===== src/hdl/wbcc_pkg.sv =====
// Shared types and constants for the work/break countdown controller.
package wbcc_pkg;

	localparam int unsigned NowW   = 32;
	localparam int unsigned IntvW  = 20;
	localparam int unsigned ModeW  = 4;
	localparam int unsigned CountW = 6;
	localparam int unsigned ToneW  = 2;

	localparam logic [ModeW-1:0] MODE_IDLE      = 4'd0;
	localparam logic [ModeW-1:0] MODE_TMR_SEL   = 4'd1;
	localparam logic [ModeW-1:0] MODE_CYC_SEL   = 4'd2;
	localparam logic [ModeW-1:0] MODE_TMR_SETUP = 4'd4;
	localparam logic [ModeW-1:0] MODE_WRK_SETUP = 4'd5;
	localparam logic [ModeW-1:0] MODE_TMR_RUN   = 4'd6;
	localparam logic [ModeW-1:0] MODE_TMR_DONE  = 4'd7;
	localparam logic [ModeW-1:0] MODE_BRK_SETUP = 4'd8;
	localparam logic [ModeW-1:0] MODE_WRK_RUN   = 4'd9;
	localparam logic [ModeW-1:0] MODE_BRK_RUN   = 4'd10;
	localparam logic [ModeW-1:0] MODE_SET_OVER  = 4'd11;

	localparam logic [ToneW-1:0] TONE_NONE  = 2'd0;
	localparam logic [ToneW-1:0] TONE_SHORT = 2'd1;
	localparam logic [ToneW-1:0] TONE_LONG  = 2'd2;

	localparam logic [CountW-1:0] SEC_IDLE = 6'd60;
	localparam logic [CountW-1:0] SEC_MAX  = 6'd59;
	localparam logic [CountW-1:0] MIN_MAX  = 6'd59;
	localparam logic [CountW-1:0] MIN_ONE  = 6'd1;

	localparam logic [IntvW-1:0] INTERVAL_RST = 20'd1000;

	// APB register index
	localparam logic REG_INTERVAL = 1'b0;

	typedef struct packed {
		logic [ModeW-1:0]  mode;
		logic [CountW-1:0] work_min;
		logic [CountW-1:0] brk_min;
		logic [CountW-1:0] sec;
		logic [CountW-1:0] saved_work;
		logic [CountW-1:0] saved_brk;
		logic [NowW-1:0]   last_ms;
	} state_t;

	typedef struct packed {
		logic [ModeW-1:0]  mode;
		logic [CountW-1:0] work_count;
		logic [CountW-1:0] break_count;
		logic [CountW-1:0] seconds_left;
		logic [ToneW-1:0]  tone;
	} res_t;

	typedef struct packed {
		logic push;
		logic pop;
	} buf_ctl_t;

endpackage


===== src/hdl/work_break_countdown_controller_unit.sv =====
// Flow: an accepted poll transaction is registered into stage 1, evaluated there, and written into the
//   result buffer when stage 1 retires; its result transaction is then taken from the buffer.
// Throughput: one poll per cycle; poll_ready falls only when the input register is
//   held behind a full two-entry result buffer.
// Reset (arst_n low, asynchronous): mode 0, minutes 1/1, seconds 60, saved minutes 0,
//   last step time 0, interval 1000 ms, pipeline and result buffer empty.
module work_break_countdown_controller_unit (
	input  logic        clk,
	input  logic        arst_n,
	// configuration port
	input  logic        psel,
	input  logic        penable,
	input  logic        pwrite,
	input  logic [2:0]  paddr,
	input  logic [31:0] pwdata,
	output logic [31:0] prdata,
	output logic        pready,
	// poll channel
	input  logic        poll_valid,
	output logic        poll_ready,
	input  logic [31:0] now_ms,
	input  logic        start_pressed,
	input  logic        adjust_pressed,
	// result channel
	output logic        result_valid,
	input  logic        result_ready,
	output logic [3:0]  mode,
	output logic [5:0]  work_count,
	output logic [5:0]  break_count,
	output logic [5:0]  seconds_left,
	output logic [1:0]  tone
);

	logic [wbcc_pkg::IntvW-1:0] interval_ms;

	// Stage 1: registered poll transaction
	logic                      v_s1;
	logic [wbcc_pkg::NowW-1:0] now_s1;
	logic                      start_s1;
	logic                      adjust_s1;

	// Architectural controller state, updated when stage 1 retires
	wbcc_pkg::state_t st_q;
	wbcc_pkg::state_t st_nxt;
	wbcc_pkg::res_t   res_s1;
	wbcc_pkg::res_t   res_out;

	wbcc_pkg::buf_ctl_t buf_ctl;
	logic               buf_space;
	logic               buf_valid;
	logic               adv;
	logic               poll_acc;

	wbcc_regs u_regs (
		.clk        (clk),
		.arst_n     (arst_n),
		.psel       (psel),
		.penable    (penable),
		.pwrite     (pwrite),
		.paddr      (paddr),
		.pwdata     (pwdata),
		.prdata     (prdata),
		.pready     (pready),
		.interval_ms(interval_ms)
	);

	// Stage 1 retires whenever the result buffer has a free slot
	assign adv        = v_s1 && buf_space;
	assign poll_ready = !v_s1 || buf_space;
	assign poll_acc   = poll_valid && poll_ready;

	always_ff @(posedge clk or negedge arst_n) begin
		if (!arst_n) begin
			v_s1 <= 1'b0;
		end else if (poll_ready) begin
			v_s1 <= poll_valid;
		end
	end

	always_ff @(posedge clk) begin
		if (poll_acc) begin
			now_s1    <= now_ms;
			start_s1  <= start_pressed;
			adjust_s1 <= adjust_pressed;
		end
	end

	// Button rules and countdown step in a single combinational pass
	wbcc_step u_step (
		.st            (st_q),
		.interval_ms   (interval_ms),
		.now_ms        (now_s1),
		.start_pressed (start_s1),
		.adjust_pressed(adjust_s1),
		.nxt           (st_nxt),
		.res           (res_s1)
	);

	always_ff @(posedge clk or negedge arst_n) begin
		if (!arst_n) begin
			st_q.mode       <= wbcc_pkg::MODE_IDLE;
			st_q.work_min   <= wbcc_pkg::MIN_ONE;
			st_q.brk_min    <= wbcc_pkg::MIN_ONE;
			st_q.sec        <= wbcc_pkg::SEC_IDLE;
			st_q.saved_work <= '0;
			st_q.saved_brk  <= '0;
			st_q.last_ms    <= '0;
		end else if (adv) begin
			st_q <= st_nxt;
		end
	end

	assign buf_ctl.push = adv;
	assign buf_ctl.pop  = buf_valid && result_ready;

	wbcc_out_buf u_out_buf (
		.clk      (clk),
		.arst_n   (arst_n),
		.ctl      (buf_ctl),
		.din      (res_s1),
		.dout     (res_out),
		.not_empty(buf_valid),
		.has_space(buf_space)
	);

	assign result_valid = buf_valid;
	assign mode         = res_out.mode;
	assign work_count   = res_out.work_count;
	assign break_count  = res_out.break_count;
	assign seconds_left = res_out.seconds_left;
	assign tone         = res_out.tone;

	// The long tone is only raised on the poll that moves work into break
	a_long_tone_mode: assert property (@(posedge clk) disable iff (!arst_n)
		(result_valid && tone == wbcc_pkg::TONE_LONG) |-> mode == wbcc_pkg::MODE_BRK_RUN)
		else $error("long tone outside break start");

	// Short tones only accompany the done and set-over modes
	a_short_tone_mode: assert property (@(posedge clk) disable iff (!arst_n)
		(result_valid && tone == wbcc_pkg::TONE_SHORT) |->
		(mode == wbcc_pkg::MODE_TMR_DONE || mode == wbcc_pkg::MODE_SET_OVER))
		else $error("short tone in unexpected mode");

	// A stalled stage 1 keeps its transaction and leaves the controller state alone
	a_s1_hold: assert property (@(posedge clk) disable iff (!arst_n)
		(v_s1 && !buf_space) |=> (v_s1 && $stable(now_s1) && $stable(st_q)))
		else $error("stage 1 lost or changed under stall");

	// Seconds count never leaves 0..60
	a_sec_range: assert property (@(posedge clk) disable iff (!arst_n)
		st_q.sec <= wbcc_pkg::SEC_IDLE)
		else $error("seconds count out of range");

endmodule


===== src/hdl/wbcc_step.sv =====
// Next-state and result logic for one poll transaction.
module wbcc_step (
	input  wbcc_pkg::state_t                st,
	input  logic [wbcc_pkg::IntvW-1:0]      interval_ms,
	input  logic [wbcc_pkg::NowW-1:0]       now_ms,
	input  logic                            start_pressed,
	input  logic                            adjust_pressed,
	output wbcc_pkg::state_t                nxt,
	output wbcc_pkg::res_t                  res
);

	logic [wbcc_pkg::NowW-1:0]   elapsed;
	logic                        step_due;
	logic [wbcc_pkg::CountW-1:0] cd_min;
	logic [wbcc_pkg::CountW-1:0] cd_min_nxt;
	logic [wbcc_pkg::CountW-1:0] cd_sec_nxt;
	logic                        cd_done;
	logic [wbcc_pkg::CountW-1:0] work_bump;
	logic [wbcc_pkg::CountW-1:0] work_drop;
	logic [wbcc_pkg::CountW-1:0] brk_bump;
	logic [wbcc_pkg::CountW-1:0] brk_drop;
	logic [wbcc_pkg::ToneW-1:0]  tone;
	logic [wbcc_pkg::ModeW-1:0]  m;
	logic                        s;
	logic                        a;

	assign m = st.mode;
	assign s = start_pressed;
	assign a = adjust_pressed;

	assign work_bump = (st.work_min > wbcc_pkg::MIN_MAX) ? wbcc_pkg::MIN_ONE
	                                                      : st.work_min + 6'd1;
	assign work_drop = (st.work_min != '0) ? st.work_min - 6'd1 : st.work_min;
	assign brk_bump  = (st.brk_min > wbcc_pkg::MIN_MAX) ? wbcc_pkg::MIN_ONE
	                                                     : st.brk_min + 6'd1;
	assign brk_drop  = (st.brk_min != '0) ? st.brk_min - 6'd1 : st.brk_min;

	// Countdown: wrapping elapsed time against the interval, then borrow
	assign elapsed  = now_ms - st.last_ms;
	assign step_due = elapsed >= {{(wbcc_pkg::NowW-wbcc_pkg::IntvW){1'b0}}, interval_ms};
	assign cd_min   = (m == wbcc_pkg::MODE_BRK_RUN) ? st.brk_min : st.work_min;

	always_comb begin
		cd_done    = 1'b0;
		cd_min_nxt = cd_min;
		if (st.sec != '0) begin
			cd_sec_nxt = st.sec - 6'd1;
		end else if (cd_min != '0) begin
			cd_sec_nxt = wbcc_pkg::SEC_MAX;
			cd_min_nxt = cd_min - 6'd1;
		end else begin
			cd_sec_nxt = wbcc_pkg::SEC_IDLE;
			cd_done    = 1'b1;
		end
	end

	always_comb begin
		nxt  = st;
		tone = wbcc_pkg::TONE_NONE;
		if (s && (m == wbcc_pkg::MODE_TMR_SEL || m == wbcc_pkg::MODE_CYC_SEL)) begin
			nxt.mode = m + 4'd1;
		end else if (a && m == wbcc_pkg::MODE_TMR_SEL) begin
			nxt.mode = wbcc_pkg::MODE_TMR_SETUP;
		end else if (a && m == wbcc_pkg::MODE_CYC_SEL) begin
			nxt.mode = wbcc_pkg::MODE_WRK_SETUP;
		end else if (a && (m == wbcc_pkg::MODE_TMR_SETUP || m == wbcc_pkg::MODE_WRK_SETUP)) begin
			nxt.work_min = work_bump;
		end else if (s && m == wbcc_pkg::MODE_WRK_SETUP) begin
			nxt.work_min   = work_drop;
			nxt.saved_work = work_drop;
			nxt.mode       = wbcc_pkg::MODE_BRK_SETUP;
		end else if (a && m == wbcc_pkg::MODE_BRK_SETUP) begin
			nxt.brk_min = brk_bump;
		end else if (s && m == wbcc_pkg::MODE_BRK_SETUP) begin
			nxt.brk_min   = brk_drop;
			nxt.saved_brk = brk_drop;
			nxt.mode      = wbcc_pkg::MODE_WRK_RUN;
		end else if (s && m == wbcc_pkg::MODE_TMR_DONE) begin
			nxt.sec  = wbcc_pkg::SEC_IDLE;
			nxt.mode = wbcc_pkg::MODE_TMR_SEL;
		end else if (s && m == wbcc_pkg::MODE_TMR_SETUP) begin
			nxt.work_min = work_drop;
			nxt.mode     = wbcc_pkg::MODE_TMR_RUN;
		end else if (s && m == wbcc_pkg::MODE_SET_OVER) begin
			nxt.work_min = st.saved_work;
			nxt.brk_min  = st.saved_brk;
			nxt.sec      = wbcc_pkg::SEC_IDLE;
			nxt.mode     = wbcc_pkg::MODE_WRK_RUN;
		end else if (a && m == wbcc_pkg::MODE_SET_OVER) begin
			nxt.work_min = wbcc_pkg::MIN_ONE;
			nxt.brk_min  = wbcc_pkg::MIN_ONE;
			nxt.sec      = wbcc_pkg::SEC_IDLE;
			nxt.mode     = wbcc_pkg::MODE_TMR_SEL;
		end else begin
			unique case (m)
				wbcc_pkg::MODE_TMR_SEL, wbcc_pkg::MODE_CYC_SEL, wbcc_pkg::MODE_TMR_SETUP,
				wbcc_pkg::MODE_WRK_SETUP, wbcc_pkg::MODE_BRK_SETUP: begin
				end
				wbcc_pkg::MODE_TMR_RUN, wbcc_pkg::MODE_WRK_RUN: begin
					if (step_due) begin
						nxt.last_ms  = now_ms;
						nxt.sec      = cd_sec_nxt;
						nxt.work_min = cd_min_nxt;
						if (cd_done) begin
							if (m == wbcc_pkg::MODE_TMR_RUN) begin
								nxt.mode = wbcc_pkg::MODE_TMR_DONE;
							end else begin
								nxt.mode = wbcc_pkg::MODE_BRK_RUN;
								tone     = wbcc_pkg::TONE_LONG;
							end
						end
					end
				end
				wbcc_pkg::MODE_BRK_RUN: begin
					if (step_due) begin
						nxt.last_ms = now_ms;
						nxt.sec     = cd_sec_nxt;
						nxt.brk_min = cd_min_nxt;
						if (cd_done) begin
							nxt.mode = wbcc_pkg::MODE_SET_OVER;
						end
					end
				end
				wbcc_pkg::MODE_TMR_DONE, wbcc_pkg::MODE_SET_OVER: begin
					tone = wbcc_pkg::TONE_SHORT;
				end
				default: begin
					nxt.mode = wbcc_pkg::MODE_TMR_SEL;
				end
			endcase
		end
	end

	assign res.mode         = nxt.mode;
	assign res.work_count   = nxt.work_min;
	assign res.break_count  = nxt.brk_min;
	assign res.seconds_left = nxt.sec;
	assign res.tone         = tone;

endmodule


===== src/hdl/wbcc_out_buf.sv =====
// Two-entry result buffer decoupling the step logic from the result channel.
module wbcc_out_buf (
	input  logic                 clk,
	input  logic                 arst_n,
	input  wbcc_pkg::buf_ctl_t   ctl,
	input  wbcc_pkg::res_t       din,
	output wbcc_pkg::res_t       dout,
	output logic                 not_empty,
	output logic                 has_space
);

	wbcc_pkg::res_t ent_q [2];
	logic           wr_ptr_q;
	logic           rd_ptr_q;
	logic [1:0]     cnt_q;

	always_ff @(posedge clk or negedge arst_n) begin
		if (!arst_n) begin
			wr_ptr_q <= 1'b0;
			rd_ptr_q <= 1'b0;
			cnt_q    <= 2'd0;
		end else begin
			if (ctl.push) begin
				wr_ptr_q <= ~wr_ptr_q;
			end
			if (ctl.pop) begin
				rd_ptr_q <= ~rd_ptr_q;
			end
			if (ctl.push && !ctl.pop) begin
				cnt_q <= cnt_q + 2'd1;
			end else if (ctl.pop && !ctl.push) begin
				cnt_q <= cnt_q - 2'd1;
			end
		end
	end

	always_ff @(posedge clk) begin
		if (ctl.push) begin
			ent_q[wr_ptr_q] <= din;
		end
	end

	assign dout      = ent_q[rd_ptr_q];
	assign not_empty = cnt_q != 2'd0;
	assign has_space = cnt_q != 2'd2;

endmodule


===== src/hdl/wbcc_regs.sv =====
// APB configuration register file (countdown interval).
module wbcc_regs (
	input  logic                        clk,
	input  logic                        arst_n,
	input  logic                        psel,
	input  logic                        penable,
	input  logic                        pwrite,
	input  logic [2:0]                  paddr,
	input  logic [31:0]                 pwdata,
	output logic [31:0]                 prdata,
	output logic                        pready,
	output logic [wbcc_pkg::IntvW-1:0]  interval_ms
);

	logic [wbcc_pkg::IntvW-1:0] interval_q;
	logic                       wr_en;
	logic                       idx;

	assign idx    = paddr[2];
	assign pready = 1'b1;
	assign wr_en  = psel && penable && pwrite && pready;

	always_ff @(posedge clk or negedge arst_n) begin
		if (!arst_n) begin
			interval_q <= wbcc_pkg::INTERVAL_RST;
		end else if (wr_en && idx == wbcc_pkg::REG_INTERVAL) begin
			interval_q <= pwdata[wbcc_pkg::IntvW-1:0];
		end
	end

	always_comb begin
		unique case (idx)
			wbcc_pkg::REG_INTERVAL: prdata = {{(32-wbcc_pkg::IntvW){1'b0}}, interval_q};
			default:                prdata = '0;
		endcase
	end

	assign interval_ms = interval_q;

endmodule


===== config.mk =====
export PLATFORM = sky130hd
export DESIGN_NAME = work_break_countdown_controller_unit
export DESIGN_NICKNAME = d
export VERILOG_FILES = /design/src/hdl/wbcc_pkg.sv /design/src/hdl/work_break_countdown_controller_unit.sv /design/src/hdl/wbcc_step.sv /design/src/hdl/wbcc_out_buf.sv /design/src/hdl/wbcc_regs.sv
export SDC_FILE = /design/constraint.sdc
export NUM_CORES = 1
export LEC_CHECK = 0
export ABC_AREA = 0
export BUFFER_PORTS_ARGS = -buffer_cell sky130_fd_sc_hd__clkbuf_2
export CAP_MARGIN = 30
export CORE_MARGIN = 4
export CORE_UTILIZATION = 27
export CTS_BUF_LIST = sky130_fd_sc_hd__clkbuf_16
export DETAILED_ROUTE_END_ITERATION = 16
export PLACE_DENSITY = 0.54
export SYNTH_ARGS = -nofsm -noshare
export SYNTH_HDL_FRONTEND = slang
export SYNTH_SLANG_ARGS = --single-unit

===== constraint.sdc =====
create_clock -name clk -period 12.45 [get_ports clk]
set_input_delay 1.8675 -clock clk [delete_from_list [all_inputs] [get_ports clk]]
set_output_delay 1.8675 -clock clk [all_outputs]
set_load 0.1 [all_outputs]

==> results.tsv, run 1 <==
stage	metric	value	unit
sta	clock.fmax	188	MHz
synth	synth_cell_type_count	83	
global_routing	grt_first_pass_wirelength	49900	um
synth	synth_cells	1194	
synth	synthArstFlopShare	0.526	
global_routing	grt_overflow_total	0	
route	ant_nets	0	
setup_path	cp_common_cell	a21o_1	
floorplanning	std_cell_rows	74	
setup_path	arrival	5.66	ns
sta	slew_viol_final	0	
layout	fin_cells	1825	
setup_path	critPathMaxFanout	33	
route	vias	9366	
placed_design	gp_congestion	0.867	
sta	fin_ws	7.13	ns
sta	rsz0062_at_grt	no	
synth	avgSynthCellArea	9.53	um2
setup_path	slowest_delay	0.42	ns
floorplanning	core	41200	um2
layout	drive_gt1_frac	0.217	
synth	synth_edf_count	82	
placed_design	io_buffers	107	
route	via_per_inst	5.13	
route	detail_route.iter0.violations	672	
synth	ys_warn_count	0	
power_and_ir_drop	power.leakage	5.46	nW
global_routing	grt_usage	0.139	
run	drv_cap	0	
setup_path	path_cells	inv_1, ha_1, inv_1, fa_1, a21o_1, a221o_1, a21oi_4, o21a_1, o21ai_0, xor2_1, ha_1, a21o_1, a21o_1, a21oi_1, o21ai_0, a31o_2, a221oi_1, and4_4, a21oi_1, buf_4, nand3_1, buf_4, mux2_2	
sta	setup_tns	0	ns
route	drt-pass1-iter-count	5	
sta	fin_crit	5.32	ns
route	wirelength	31400	um
placed_design	hpwl	23400	um
sta	setup_viol	0	
setup_path	critPathCaptureType	register	
floorplanning	die-height	213	um
placed_design	place_inst	1792	
floorplanning	die_area	45500	um2
clock_tree	h-tree-depth	4	
global_routing	grt_pass1_vias	9115	
clock_tree	cts_tree	built	
layout	nets	1421	
clock_tree	path_clk_slew	0.07	ns
route	drc	0	
synth	yosysSeqAreaShare	0.418	
floorplanning	die_w	213	um
placed_design	dp_slack	7.13	ns
sta	finalHoldViolCount	0	
floorplanning	initial_core_util	0.276	
clock_tree	clkSinkCount	173	
clock_tree	cts.path.max_buffers	2	
route	wl_per_cell	17.2	um
clock_tree	clock_latency	0.46	ns
global_routing	grt_max_degree	50	
synth	ys_ff_latch	173	
clock_tree	post_cts_buffers	0	
clock_tree	cts_root_buf	clkbuf_16	
clock_tree	cts_hold_buffers	0	
sta	slew_headroom	0.280	
worst_hold_path	min_path_type	register to register	
global_routing	antenna_found_initial	0	
clock_tree	numCtsBuffers	17	
floorplanning	ioPinCount	135	
power_and_ir_drop	ir_drop	131	uV
layout	antenna_cells	0	
sta	timing.final.crit_share	0.427	
layout	syn2layout_area_growth	14.1	%
sta	worst_pin_slew	1.07	ns
synth	ys.flop_type	edfxtp_1	
setup_path	required	12.79	ns
clock_tree	cts_resized	0	
setup_path	slowest_stage	buf_4	
power_and_ir_drop	power.density	299	nW/um2
sta	finalClockSkew	0.0153	ns
setup_path	critical_path_class	register to register	
synth	syn_area	11400	um2
setup_path	start_kind	register	
status	status	completed	
==> final cells by class <==
class                   count  area, um2
clock buffers              17        425
clock inverters            15        148
fillers                  4272      28200
inverters                  77        289
multi-input cells         889       6040
flip-flops and latches    173       4750
well taps                 532        666
repair buffers            122        658
==> cells by family (layout without fill, tap and decap cells) <==
group,Yosys count,count (layout),share of synthesized area
buffers and inverters,143,231,0.0551
adder cells (fa/ha/maj),65,65,0.0721
multiplexers,93,93,0.0925
AO/OA/AOI/OAI,321,321,0.187
XOR/XNOR,34,34,0.0262
AND/OR/NAND/NOR,363,363,0.148
flip-flops,173,173,0.418
other,2,13,0.000660
==> cell usage in the layout (no fill, tap or decap), drive strengths merged, types with 25 or more instances in the layout <==
cell type / n
mux2: 84
inv: 85
dfrtp: 79
a21oi: 106
ha: 64
edfxtp: 82
nand3: 25
nor2: 107
nand2: 113
o21ai: 74
clkbuf: 123
==> routing by layer <==
metal / track usage / part of all wire
met1: 0.191 / 0.47
met2: 0.217 / 0.45
met3: 0.0294 / 0.057
met4: 0.0501 / 0.021
met5: 0 / 0
==> power breakdown <==
| group | switching, mW | leakage [nW] | internal (mW) |
|---|---|---|---|
| sequential | 0.139 | 1.89 | 0.857 |
| combinational | 1.59 | 3.29 | 0.769 |
| clock | 0.262 | 0.281 | 0.265 |
| total | 1.99 | 5.46 | 1.89 |
==> worst paths after layout <==
path	startpoint	to	slack, ns	cells after the start
worst max-delay path	now_s1[0]	st_q[23]	7.13	23
worst min-delay path	st_q[33]	st_q[33]	0.48	2
worst max register to register	now_s1[0]	st_q[23]	7.13	23
worst min register to register	st_q[33]	st_q[33]	0.48	2
max in group asynchronous	arst_n	st_q[8]	9.93	2
min in group asynchronous	arst_n	st_q[58]	1.41	1
==> metrics by stage <==
step                cell area (um2)  hold WS, ns  total power [mW]   util
floorplan                     11400        0.442              2.84      -
global placement              12400        0.467              3.33  0.300
detailed placement            12400        0.472              3.36  0.301
CTS                           13000        0.489              3.90  0.315
global route                  13000        0.517              4.20  0.315
finish                        13000        0.483              3.88  0.315
==> sequential cells by signal, indices dropped and copies added, names as in the netlist <==
register	flops
start_s1	1
st_q	66
u_regs.interval_ms	20
adjust_s1	1
v_s1	1
u_out_buf.rd_ptr_q	1
u_out_buf.wr_ptr_q	1
now_s1	32
u_out_buf.ent_q	48
u_out_buf.cnt_q	2
==> worst max-delay path, delay by kind of cell, from the launching register on <==
kind	cells	cell delay (ns)
buffers and inverters	4	0.79
xor gates and xnor gates	1	0.17
muxes	1	0.40
DFF	1	0.36
adders and majority gates	3	0.76
AOI/OAI and AO/OA	12	2.28
and+or+nand+nor	2	0.41
==> cell usage after synthesis (all sizes together), types with 5 or more instances <==
master   count  area (um2)
o31ai        5        37.5
or3         10        62.6
mux2        84         950
o211ai      12        90.1
o2111ai      5        43.8
a221oi       9        91.3
ha          64         801
nand4       18         113
o21ai       74         378
buf         27         191
o22ai        8        50.1
o21a         9        67.6
nor2       107         402
nand2b      12        75.1
xor2        12         105
nand2      113         432
xnor2       22         193
mux2i        8        80.1
nor2b       11        68.8
inv         77         289
dfstp       12         315
nor3        24         120
and3        12        75.1
a21o        16         120
a2111oi      5        57.6
and2        10        62.6
nand3       25         125
a21oi      106         572
nor4         8        50.1
a31oi       12        75.1
edfxtp      82        2460
dfrtp       79        1980
clkbuf      39         146
No activity file was read; power rests on OpenSTA's default activity.
==> run 2, diff against run 1 <==
--- a/config.mk
+++ b/config.mk
@@ -12,7 +12,7 @@
 export CORE_UTILIZATION = 27
 export CTS_BUF_LIST = sky130_fd_sc_hd__clkbuf_16
 export DETAILED_ROUTE_END_ITERATION = 16
-export PLACE_DENSITY = 0.54
+export PLACE_DENSITY = 0.56
 export SYNTH_ARGS = -nofsm -noshare
 export SYNTH_HDL_FRONTEND = slang
 export SYNTH_SLANG_ARGS = --single-unit
==> constraint.sdc (replaced) <==
create_clock -name clk -period 4.52 [get_ports clk]
set_input_delay 0.678 -clock clk [delete_from_list [all_inputs] [get_ports clk]]
set_output_delay 0.678 -clock clk [all_outputs]
set_load 0.1 [all_outputs]
==> run 2 against run 1 <==
Against the previous run:
- the run now ends with negative setup slack left
- core utilization is 2.4 points higher
- sequential power grew to 2.8 times the previous value
- global-route usage is 0.54 points higher
- critical endpoint is now u_out_buf.ent_q[1][14]
- largest power group unchanged
==> results.tsv, run 2 (same netlist as run 1, synthesis figures left out) <==
stage	metric	value	unit
route	wirelength	33100	um
global_routing	antenna_found_initial	0	
clock_tree	cts_hold_buffers	0	
setup_path	arrival	4.92	ns
setup_path	crit_family	compound AO/OA/AOI/OAI gates	
setup_path	critPathBufInv	4	
setup_path	critPathMaxFanout	6	
global_routing	grt_pass1_vias	9506	
floorplanning	core	41200	um2
layout	nets	1495	
global_routing	grt_max_degree	36	
sta	slew_viol_final	0	
clock_tree	cts_root_buf	clkbuf_16	
route	via_per_inst	5.10	
setup_path	start_kind	register	
global_routing	grt_overflow_total	0	
run	drv_cap	0	
power_and_ir_drop	pwr-share-clk	0.124	
setup_path	slowest_delay	0.40	ns
layout	largest-register	st_q	
route	drc	0	
floorplanning	die-height	213	um
power_and_ir_drop	seq_power_share	0.240	
global_routing	grt_usage	0.144	
clock_tree	numCtsBuffers	17	
setup_path	required	4.72	ns
layout	mostFrequentLayoutCell	nand2_1	
layout	syn2layout_area_growth	22.8	%
power_and_ir_drop	p_int	5.70	mW
layout	antenna_cells	0	
power_and_ir_drop	ir_drop	302	uV
floorplanning	initial_core_util	0.276	
sta	worst_pin_slew	0.821	ns
sta	clock.fmax	212	MHz
setup_path	path_cells	inv_2, ha_4, inv_2, fa_2, a21o_1, a221o_1, a21oi_4, o21a_1, nor2_1, nor2_1, xnor2_1, ha_1, a21o_1, a21oi_2, o21ai_1, a31o_2, a221oi_2, and4_4, a21oi_4, buf_4, buf_6, nand2_2, o211ai_1, and2_1	
clock_tree	h-tree-depth	4	
clock_tree	clkSinkCount	173	
placed_design	dp_slack	-0.371	ns
placed_design	hpwl	24800	um
route	ant_nets	0	
worst_hold_path	min_path_type	input port to async pin	
layout	reg.largest.list	st_q: 66 flops, u_out_buf.ent_q: 48 flops, now_s1: 32 flops	
sta	slew_headroom	0.453	
sta	finalClockSkew	0.0131	ns
floorplanning	die_area	45500	um2
setup_path	critPathCaptureType	register	
clock_tree	cts_tree	built	
clock_tree	cts.path.max_buffers	2	
route	vias	9694	
floorplanning	ioPinCount	135	
clock_tree	clock_latency	0.45	ns
layout	seqCellArea	4750	um2
route	drt-pass1-iter-count	5	
power_and_ir_drop	pwr-share-comb	0.635	
status	status	finished with violations	
placed_design	io_buffers	107	
power_and_ir_drop	switchingPower	5.80	mW
layout	drive_gt1_frac	0.287	
layout	multiInputGateArea	6390	um2
floorplanning	std_cell_rows	74	
sta	fin_crit	4.73	ns
status	violations	negative setup slack	
placed_design	place_inst	1851	
layout	final_cell_mix	110 x nand2_1, 106 x clkbuf_2, 104 x nor2_1, 94 x a21oi_1, 82 x edfxtp_1	
layout	fillers	4197	
clock_tree	path_clk_slew	0.08	ns
sta	rsz0062_at_grt	yes	
global_routing	grt_first_pass_wirelength	52000	um
sta	finalHoldViolCount	0	
setup_path	slowest_stage	a221o_1	
floorplanning	die_w	213	um
layout	fin_cells	1899	
power_and_ir_drop	p_sw_frac	0.504	
power_and_ir_drop	power.density	823	nW/um2
sta	fin_ws	-0.206	ns
power_and_ir_drop	power.leakage	5.89	nW
placed_design	gp_congestion	0.926	
sta	timing.final.crit_share	1.05	
sta	setup_viol	86	
layout	largest_reg_flops	66	
power_and_ir_drop	p_total	11.5	mW
route	wl_per_cell	17.4	um
route	detail_route.iter0.violations	736	
setup_path	critical_path_class	register to register	
## run 2: worst paths after layout
check | depth (start not counted) | to | slack [ns] | from
min in group clk | 1 | now_s1[22] | 0.40 | now_ms[22]
max in group asynchronous | 2 | st_q[50] | 3.49 | arst_n
setup reg to reg | 24 | u_out_buf.ent_q[1][14] | -0.21 | now_s1[0]
setup / recovery | 24 | u_out_buf.ent_q[1][14] | -0.21 | now_s1[0]
hold reg to reg | 2 | st_q[35] | 0.50 | st_q[35]
hold / removal | 1 | st_q[58] | 0.18 | arst_n
## run 2: power groups by stage
stage / clock (mW) / sequential, mW / combinational, mW
finish: 1.43 / 2.76 / 7.30
global route: 1.53 / 2.83 / 7.97
CTS: 1.47 / 2.76 / 7.16
detailed placement: 0 / 2.78 / 6.88
global placement: 0 / 2.76 / 6.79
floorplan: 0 / 2.58 / 5.25
## run 2: layer usage
| metal | GRT usage | part of all wire | wire, um | up-vias |
|---|---|---|---|---|
| li1 | - | - | - | 4652 |
| met1 | 0.202 | 0.47 | 15600 | 4737 |
| met2 | 0.227 | 0.45 | 15100 | 259 |
| met3 | 0.0273 | 0.054 | 1800 | 46 |
| met4 | 0.0428 | 0.019 | 622 | 0 |
| met5 | 0 | 0 | 0 | - |
## run 2: metrics by stage
stage / utilization / cell area, um2 / TNS [ns] / hold WS [ns]
CTS: 0.335 / 13800 / -3.26 / 0.200
finish: 0.339 / 14000 / -10.08 / 0.182
global route: 0.339 / 14000 / -26.85 / 0.214
global placement: 0.312 / 12800 / -18.03 / 0.473
detailed placement: 0.312 / 12800 / -18.78 / 0.479
floorplan: - / 11400 / 0 / 0.382
## run 2: area by class of cell
type                            instances  area share
Inverter                               77      0.0207
Clock inverter                         15     0.00941
Sequential cell                       173       0.340
Tap cell                              532      0.0477
Multi-Input combinational cell        889       0.458
Clock buffer                           17      0.0305
Timing Repair Buffer                  196      0.0939
## run 2: timing repair
item | 4_1_cts | 5_1_grt
gates resized for setup | 51 | 25
pin swaps | 20 | 34
setup buffers | 12 | 3
gates cloned | 2 | 0
setup endpoints to repair | 91 | 92
endpoints found under the hold margin | 0 | 0
==> run 3, diff against run 2 <==
--- a/config.mk
+++ b/config.mk
@@ -13,6 +13,7 @@
 export CTS_BUF_LIST = sky130_fd_sc_hd__clkbuf_16
 export DETAILED_ROUTE_END_ITERATION = 16
 export PLACE_DENSITY = 0.56
+export RECOVER_POWER = 25
 export SYNTH_ARGS = -nofsm -noshare
 export SYNTH_HDL_FRONTEND = slang
 export SYNTH_SLANG_ARGS = --single-unit
==> constraint.sdc (replaced) <==
create_clock -name clk -period 4.52 [get_ports clk]
set_input_delay 0.452 -clock clk [delete_from_list [all_inputs] [get_ports clk]]
set_output_delay 0.452 -clock clk [all_outputs]
set_load 0.1 [all_outputs]
==> run 3 against run 2 <==
Against the previous run:
- register-to-register slack improved by 0.05 ns
- first-iteration DRC count increased by 8.4%
- the flow finishes with violations (max-capacitance violations, max-slew violations, negative setup slack)
- clock power decreased by 3%
- critical path type unchanged
- design area decreased by 0.94%
- sequential share of layout area increased by 0.32 points
- worst setup slack improved by 0.050 ns
- die area unchanged
- power decreased by 0.74%
- clock skew increased by 0.0020 ns
- combinational power about the same
- largest cell class unchanged
- routed wire length decreased by 0.80%
- core utilization decreased by 0.32 points
==> results.tsv, run 3 (same netlist as run 1, synthesis figures left out) <==
stage	metric	value	unit
placed_design	hpwl	24300	um
worst_hold_path	holdPathStages	1	
setup_path	arrival	4.86	ns
global_routing	grt_pass1_vias	9522	
clock_tree	cts_tree	built	
route	ant_nets	0	
floorplanning	die-height	213	um
sta	setup_viol	80	
global_routing	grt_first_pass_wirelength	51700	um
setup_path	r2r_start	now_s1[0]	
power_and_ir_drop	pwr-share-clk	0.121	
floorplanning	die_w	213	um
power_and_ir_drop	p_int	5.67	mW
sta	clock.fmax	214	MHz
power_and_ir_drop	pwr-share-comb	0.637	
power_and_ir_drop	p_sw_frac	0.503	
sta	rsz0062_at_grt	yes	
sta	fin_ws	-0.156	ns
route	detail_route.iter0.violations	798	
floorplanning	initial_core_util	0.276	
floorplanning	std_cell_rows	74	
power_and_ir_drop	power.leakage	5.81	nW
route	drc	0	
power_and_ir_drop	ir_drop	388	uV
global_routing	grt_use_met3	0.0300	
setup_path	start_kind	register	
route	wirelength	32800	um
worst_hold_path	min_path_type	input port to register	
global_routing	grtUsageMet1	0.197	
placed_design	place_area	12800	um2
layout	largest_reg_flops	66	
floorplanning	die_area	45500	um2
setup_path	critPathCaptureType	register	
sta	holdWs	0.167	ns
power_and_ir_drop	power.density	825	nW/um2
worst_hold_path	min_from	now_ms[29]	
clock_tree	cts.path.max_buffers	2	
route	vias	9760	
sta	worst_pin_slew	3.70	ns
layout	multiInputGateArea	6360	um2
status	violations	max-capacitance violations, max-slew violations, negative setup slack	
layout	final_cell_mix	107 x nand2_1, 103 x nor2_1, 99 x clkbuf_2, 91 x a21oi_1	
power_and_ir_drop	seq_power_share	0.242	
power_and_ir_drop	switchingPower	5.74	mW
setup_path	crit_start	now_s1[0]	
placed_design	io_buffers	107	
setup_path	required	4.70	ns
floorplanning	ioPinCount	135	
route	drt-pass1-iter-count	5	
clock_tree	cts_root_buf	clkbuf_16	
layout	mostFrequentLayoutCell	nand2_1	
clock_tree	cts_hold_buffers	0	
status	status	finished with violations	
sta	fin_crit	4.68	ns
layout	seqCellArea	4750	um2
sta	setup_tns	-5.92	ns
layout	reg.largest.list	st_q: 66 flops, u_out_buf.ent_q: 48 flops, now_s1: 32 flops	
layout	syn2layout_area_growth	21.6	%
global_routing	grt_usage	0.143	
global_routing	use_met2	0.227	
layout	drive_gt1_frac	0.281	
layout	antenna_cells	0	
run	drv_cap	1	
clock_tree	path_clk_slew	0.07	ns
layout	fillers	4168	
clock_tree	clkSinkCount	173	
floorplanning	core	41200	um2
clock_tree	clock_latency	0.46	ns
sta	slew_viol_final	61	
power_and_ir_drop	p_total	11.4	mW
sta	finalClockSkew	0.0152	ns
layout	nets	1490	
global_routing	grt_overflow_total	0	
sta	timing.final.crit_share	1.03	
setup_path	reg2regPathDepth	24	
sta	finalHoldViolCount	0	
setup_path	critical_path_class	register to register	
global_routing	grt_max_degree	61	
placed_design	dp_slack	-0.308	ns
setup_path	critPathMaxFanout	7	
clock_tree	h-tree-depth	4	
layout	largest-register	st_q	
sta	slew_headroom	-1.47	
route	wl_per_cell	17.3	um
clock_tree	numCtsBuffers	17	
global_routing	antenna_found_initial	2	
global_routing	top_usage_layer	met2	
route	via_per_inst	5.15	
layout	final_area	13800	um2
placed_design	gp_congestion	0.909	
[run 3: changes by cell type in the layout (fill, tap and decap cells not counted), moves of 3 or more]
cell,delta
clkbuf_2,-7
mux2_4,-3
clkinv_2,+3
mux2_2,+3
nand2_1,-3
a21oi_1,-3
nand2_2,+4
clkbuf_1,+8
buf_4,-3
[run 3: worst max-delay path: stages, from the launching register on]
cell,delay (ns)
edfxtp_1,0.38
inv_2,0.09
ha_4,0.14
inv_2,0.04
fa_2,0.35
a21o_1,0.18
a221o_1,0.38
a21oi_4,0.18
o21a_1,0.18
buf_4,0.12
o21ai_2,0.05
xor2_1,0.15
ha_1,0.19
a21o_1,0.15
a21o_1,0.16
a21oi_2,0.12
o21ai_1,0.08
a31o_2,0.23
a221oi_2,0.16
and4_4,0.34
a21oi_4,0.14
buf_6,0.18
a21oi_4,0.15
a21boi_2,0.19
o21ai_2,0.07
[run 3: metal layers]
layer | up-vias | part of all wire
met1 | 4748 | 0.46
met3 | 55 | 0.062
met4 | 4 | 0.020
met5 | - | 0.00082
li1 | 4651 | -
met2 | 302 | 0.46
[run 3: final timing paths]
| path | end | slack [ns] |
|---|---|---|
| min | now_s1[29] | 0.17 |
| min in group asynchronous | st_q[59] | 1.40 |
| max reg2reg | u_out_buf.ent_q[1][17] | -0.16 |
| max | u_out_buf.ent_q[1][17] | -0.16 |
| max in group asynchronous | u_regs.interval_ms[17] | 1.03 |
| min reg2reg | st_q[34] | 0.49 |
[run 3: through the flow]
| step | std cells | utilization |
|---|---|---|
| 2_1_floorplan | 1205 | - |
| 3_3_place_gp | 1845 | 0.311 |
| 3_5_place_dp | 1845 | 0.311 |
| 4_1_cts | 1886 | 0.331 |
| 5_1_grt | 1894 | 0.336 |
| 6_report | 1894 | 0.336 |
[run 3: final cells by class]
type                            count  area share
Multi-Input combinational cell    889       0.460
Sequential cell                   173       0.344
Timing Repair Buffer              191      0.0887
Tap cell                          532      0.0481
Clock buffer                       17      0.0307
Inverter                           77      0.0209
Clock inverter                     15     0.00832
[run 3: timing repair]
action                     4_1_cts  5_1_grt
buffers inserted                 9        6
pin swaps                       20       29
gates resized for setup         42       32
gates cloned                     1        0
setup endpoints to repair       89       94
[run 3: power groups by stage]
stage          clock (mW)  combinational (mW)  sequential (mW)
3_5_place_dp            0                6.85             2.77
3_3_place_gp            0                6.79             2.75
4_1_cts              1.43                7.12             2.75
5_1_grt              1.49                7.95             2.83
2_1_floorplan           0                5.25             2.58
6_report             1.39                7.27             2.76
